## src/sv/fptw_pkg.sv

```systemverilog
`default_nettype none
// ----------------------------------------------------------------------------
// fptw_pkg
// Shared types and constants of the four-level page table walker.
// ----------------------------------------------------------------------------
package fptw_pkg;

    localparam int TABLE_PAGES_DEF = 64;
    localparam int ENTRIES_PER_TABLE = 512;
    localparam int IDX_W = 9;

    localparam logic [1:0] REQ_MAP     = 2'd0;
    localparam logic [1:0] REQ_RESOLVE = 2'd1;
    localparam logic [1:0] REQ_ENWR    = 2'd2;

    localparam logic [1:0] ST_OK       = 2'd0;
    localparam logic [1:0] ST_FULL     = 2'd1;
    localparam logic [1:0] ST_UNMAPPED = 2'd2;

    localparam int B_P  = 0;
    localparam int B_RW = 1;
    localparam int B_US = 2;
    localparam int B_A  = 5;
    localparam int B_PS = 7;
    localparam int B_G  = 8;

    typedef enum logic [3:0] {
        S_CLEAR,
        S_IDLE,
        S_START,
        S_READ,
        S_WAIT,
        S_EVAL,
        S_NEXT,
        S_DONE,
        S_OUT
    } fptw_state_t;

    // Commands from controller to datapath.
    typedef struct packed {
        logic       load;       // capture request
        logic       clr_wr;     // write zero at clear address
        logic       alloc;      // write new table entry, advance bump
        logic       follow;     // descend into entry page
        logic       leaf_wr;    // write leaf entry
        logic       set_rw;     // set writable bit of final entry
        logic       next_page;  // advance to next page of a map
        logic       res_load;   // capture resolve result
        logic [1:0] status;
        logic       st_load;
    } fptw_cmd_t;

    // Status from datapath to controller.
    typedef struct packed {
        logic [1:0] req;
        logic [1:0] level;      // 0: level 4 ... 3: level 1
        logic       entry_zero;
        logic       entry_in_pool;
        logic       entry_large;
        logic       pool_full;
        logic       alloc_in_pool; // new table address does not wrap
        logic       count_zero;
        logic       last_page;
        logic       clear_done;
    } fptw_stat_t;

endpackage
`default_nettype wire

```

## src/sv/fptw_ctrl.sv

```systemverilog
`default_nettype none
// ----------------------------------------------------------------------------
// fptw_ctrl
// Walk sequencer: clearing pass, level walk, allocation and handshakes.
// ----------------------------------------------------------------------------
module fptw_ctrl (
    input  wire logic                aclk,
    input  wire logic                aresetn,
    input  wire logic                s_valid,
    output logic                     s_ready,
    output logic                     m_valid,
    input  wire logic                m_ready,
    input  wire fptw_pkg::fptw_stat_t stat,
    output fptw_pkg::fptw_cmd_t      cmd
);
    import fptw_pkg::*;

    fptw_state_t state_reg, state_next;

    always_ff @(posedge aclk) begin
        if (!aresetn) begin
            state_reg <= S_CLEAR;
        end else begin
            state_reg <= state_next;
        end
    end

    always_comb begin
        state_next = state_reg;
        cmd        = '0;
        s_ready    = 1'b0;
        m_valid    = 1'b0;
        unique case (state_reg)
            S_CLEAR: begin
                if (stat.clear_done) begin
                    state_next = S_IDLE;
                end else begin
                    cmd.clr_wr = 1'b1;
                end
            end
            S_IDLE: begin
                s_ready = 1'b1;
                if (s_valid) begin
                    cmd.load   = 1'b1;
                    state_next = S_START;
                end
            end
            S_START: begin
                if (stat.req == REQ_MAP && stat.count_zero) begin
                    cmd.st_load = 1'b1;
                    cmd.status  = ST_OK;
                    state_next  = S_OUT;
                end else if (stat.req == REQ_MAP || stat.req == REQ_RESOLVE
                             || stat.req == REQ_ENWR) begin
                    state_next = S_READ;
                end else begin
                    cmd.st_load = 1'b1;
                    cmd.status  = ST_OK;
                    state_next  = S_OUT;
                end
            end
            S_READ: begin
                state_next = S_WAIT;
            end
            S_WAIT: begin
                state_next = S_EVAL;
            end
            S_EVAL: begin
                cmd.st_load = 1'b1;
                cmd.status  = ST_OK;
                if (stat.req == REQ_MAP) begin
                    if (stat.level == 2'd3) begin
                        cmd.leaf_wr = 1'b1;
                        state_next  = S_NEXT;
                    end else if (stat.entry_zero) begin
                        if (stat.pool_full) begin
                            cmd.status = ST_FULL;
                            state_next = S_OUT;
                        end else begin
                            cmd.alloc = 1'b1;
                            if (stat.alloc_in_pool) begin
                                state_next = S_READ;
                            end else begin
                                cmd.status = ST_UNMAPPED;
                                state_next = S_OUT;
                            end
                        end
                    end else if (stat.entry_in_pool) begin
                        cmd.follow = 1'b1;
                        state_next = S_READ;
                    end else begin
                        cmd.status = ST_UNMAPPED;
                        state_next = S_OUT;
                    end
                end else begin
                    if (stat.entry_zero) begin
                        cmd.status = ST_UNMAPPED;
                        state_next = S_OUT;
                    end else if (stat.level == 2'd3
                                 || (stat.level == 2'd2 && stat.entry_large)) begin
                        if (stat.req == REQ_RESOLVE) begin
                            cmd.res_load = 1'b1;
                        end else begin
                            cmd.set_rw = 1'b1;
                        end
                        state_next = S_OUT;
                    end else if (stat.entry_in_pool) begin
                        cmd.follow = 1'b1;
                        state_next = S_READ;
                    end else begin
                        cmd.status = ST_UNMAPPED;
                        state_next = S_OUT;
                    end
                end
            end
            S_NEXT: begin
                if (stat.last_page) begin
                    state_next = S_OUT;
                end else begin
                    cmd.next_page = 1'b1;
                    state_next    = S_READ;
                end
            end
            S_DONE: begin
                state_next = S_OUT;
            end
            S_OUT: begin
                m_valid = 1'b1;
                if (m_ready) begin
                    state_next = S_IDLE;
                end
            end
            default: begin
                state_next = S_IDLE;
            end
        endcase
    end
endmodule
`default_nettype wire

```

## config.mk

```make
export PLATFORM = sky130hd
export DESIGN_NAME = fptw_ctrl
export DESIGN_NICKNAME = d
export VERILOG_FILES = /design/src/sv/fptw_pkg.sv /design/src/sv/fptw_ctrl.sv
export SDC_FILE = /design/constraint.sdc
export NUM_CORES = 1
export LEC_CHECK = 0
export CORE_MARGIN = 5
export CORE_UTILIZATION = 39
export CTS_BUF_LIST = sky130_fd_sc_hd__clkbuf_8
export DETAILED_ROUTE_END_ITERATION = 8
export DONT_BUFFER_PORTS = 1
export SKIP_LAST_GASP = 1
export SYNTH_ARGS = -nofsm -noshare
export SYNTH_HDL_FRONTEND = slang
export SYNTH_SLANG_ARGS = --single-unit
```

## constraint.sdc

```tcl
create_clock -name aclk -period 1.5 [get_ports aclk]
set_input_delay 0.15 -clock aclk [delete_from_list [all_inputs] [get_ports aclk]]
set_output_delay 0.15 -clock aclk [all_outputs]
set_load 0.05 [all_outputs]
```

==> summary.md <==
| Metric | Value |
|---|---|
| DRC Markers | 0 |
| Power per cell area | 660 nW/um^2 |
| DR pass1 iterations | 4 |
| Share of flip-flops with an asynchronous set or reset | 0 |
| Via-per-instance ratio | 5.87 |
| Hold WC Path Type | in2reg |
| Clk sinks | 4 |
| CTS tree | done |
| Violations in the final reports | negative setup slack |
| Syn nets | 91 |
| Mapped Area | 554 um^2 |
| WP data required | 1.35 ns |
| Mapped Cells | 75 |
| Max cap viols | 0 |
| Filler instances | 96 |
| Area Growth Syn to Fin | 72.0% |
| LEAKAGE | 0.385 nW |
| Setup violations, final | 4 |
| Max reg flops | 4 |
| Routed length on met2 | 777 um |
| Total GRT Usage | 0.174 |
| Clk_lat worst skew | 0.22 ns |
| CTS clk-pin slew, worst paths | 0.03 ns |
| CP endpoint kind | output pin |
| DRT antenna net count | 0 |
| Crit path launch type | flop |
| Placer Congestion | 0.784 |
| Die width | 47.7 um |
| Fin crit period | 1.55 ns |
| Fin crit share | 1.03 |
| Worst R2R Setup Slack | 0.18 ns |
| Wl on met1 | 707 um |
| Top Layer Used | met4 |
| Vias in the first global route | 614 |
| Slew Limit Fails | 0 |
| EDFF count, synth | 0 |
| Slew Limit Headroom | 0.723 |
| DR WL/cell | 14.8 um |
| Die footprint | 2280 um^2 |
| Dpl hpwl | 1.27 mm |
| Worst-Margin Slew | 0.414 ns |
| Starting Density | 0.421 |
| Distinct cells, synth | 38 |
| WS Path Type | reg2out |
| Crit Path Max Fanout | 6 |
| Final hold vios | 0 |
| Root buf cell | clkbuf_8 |
| Overall via count from detail_route | 640 |
| Seq cells post-synth | 4 |
| Cts bufs inserted | 3 |
| Setup WS post-layout | -0.0498 ns |
| Unrepaired setup endpoints after global routing | true |
| First-pass GRT wire length | 2.77 mm |
| Clock Skew | 0.00191 ns |
| Total wire length | 1.62 mm |
| Final TNS setup | -0.163 ns |
| Ports | 29 |
| Ant diodes | 0 |
| Most common flop cell mapped by yosys | dfxtp_1 |
| Initial antenna violation count | 0 |
| Fin nets | 112 |
| Layout cell share with drive strength beyond 1 | 0.489 |
| Peak VDD IR | 0.000469 V |
| Achievable frequency | 0.645 GHz |
| Clk buf depth | 2 |
| Hold_ws | 0.0742 ns |
| Register area share after synthesis | 0.144 |
| Status | complete, but fails checks |
| Cell row count | 13 |
| Met3 routed WL | 107 um |
| Initial DRC count | 13 |
| Htree depth | 1 |
| Total grt overflow | 0 |
| CP arrival | 1.40 ns |
| Ys Warns | 0 |
| Avg Cell Area, Syn | 7.39 um^2 |
| Core area | 1320 um^2 |
| Die height | 47.7 um |
| Port Buffers | 0 |
| Pin count of the biggest net entering global routing | 11 |
-- timing repair --
item	4_1_cts	5_1_grt
endpoints found under the setup margin	12	8
pin swaps	2	2
gates resized for setup	14	4
buffers inserted	2	0
hold buffers	0	0
-- worst max-delay path, stage by stage, from the launching register on --
cell	delay [ns]
dfxtp_4	0.36
nand4bb_4	0.26
nor3_4	0.19
and3b_2	0.37
-- layer usage --
layer | track usage | vias up
met3 | 0.0526 | 2
met1 | 0.219 | 291
li1 | - | 322
met4 | 0.0968 | 0
met2 | 0.261 | 25
met5 | 0 | -
-- logic make-up (layout without fill, tap and decap cells) --
| kind of cell | count (synthesis) | after routing | synth area share |
|---|---|---|---|
| AO/OA/AOI/OAI | 22 | 22 | 0.289 |
| flip-flops | 4 | 4 | 0.144 |
| AND/OR/NAND/NOR | 39 | 39 | 0.456 |
| multiplexers | 1 | 1 | 0.0203 |
| buffers and inverters | 9 | 28 | 0.0903 |
-- cells in the final DEF (no fill, tap or decap), types with 2 or more instances in the layout --
cell type and instances:
and2_4 2, and2_1 2, nand3_1 2, nor2_4 2, o22a_1 2, a31oi_1 2, nor3_4 2, buf_12 9
nor2_1 9, inv_1 4, clkbuf_8 3, buf_4 10, a211o_1 2, o21ai_0 3, o21ai_1 2, dfxtp_4 4
a21oi_1 2, nor2b_1 2, a221oi_1 2, nor2_2 2
-- Yosys cell counts (2+ instances only) --
library cell,number,area [um^2]
nor3_1,2,10.0
buf_4,2,15.0
a31oi_1,2,12.5
dfxtp_1,4,80.1
nand2_1,2,7.51
a21oi_1,2,10.0
inv_1,5,18.8
o21ai_0,3,15.0
nor2_1,13,48.8
a211o_1,2,17.5
nor2b_1,2,12.5
or3_1,2,12.5
nand3_1,2,10.0
nor4_1,2,12.5
o21ai_1,2,10.0
o22a_1,2,17.5
and2_1,4,25.0
a221oi_1,2,17.5
-- power breakdown --
part           internal (mW)  leakage (nW)  switching [mW]  total [mW]
Sequential             0.117        0.0356          0.0283       0.145
Combinational          0.111         0.328           0.139       0.250
Clock                  0.172        0.0216          0.0624       0.234
-- per-stage QoR --
stage               instances  setup WS, ns  total power, mW  area (um^2)   util
detailed placement        104       -0.0200            0.378          845  0.641
global placement          104        0.0375            0.377          845  0.641
finish                    109       -0.0498            0.629          953  0.724
global route              109        -0.103            0.659          953  0.724
floorplan                  75        -0.166            0.320          609      -
CTS                       109       -0.0618            0.628          933  0.708
-- worst paths after layout --
path,to,cells after the start,from
hold reg to reg,state_reg[0],3,state_reg[0]
setup reg to reg,state_reg[3],5,state_reg[0]
setup / recovery,cmd[3],3,state_reg[1]
hold / removal,state_reg[0],2,aresetn
-- layout make-up --
| type | instances | area (um^2) | area share |
|---|---|---|---|
| tap | 15 | 18.8 | 0.0197 |
| clock buffer | 3 | 41.3 | 0.0433 |
| multi-input combinational | 62 | 510 | 0.535 |
| sequential | 4 | 95.1 | 0.0997 |
| inverter | 5 | 21.3 | 0.0223 |
| timing repair buffer | 20 | 267 | 0.280 |
No activity file was read; power rests on OpenSTA's default activity.
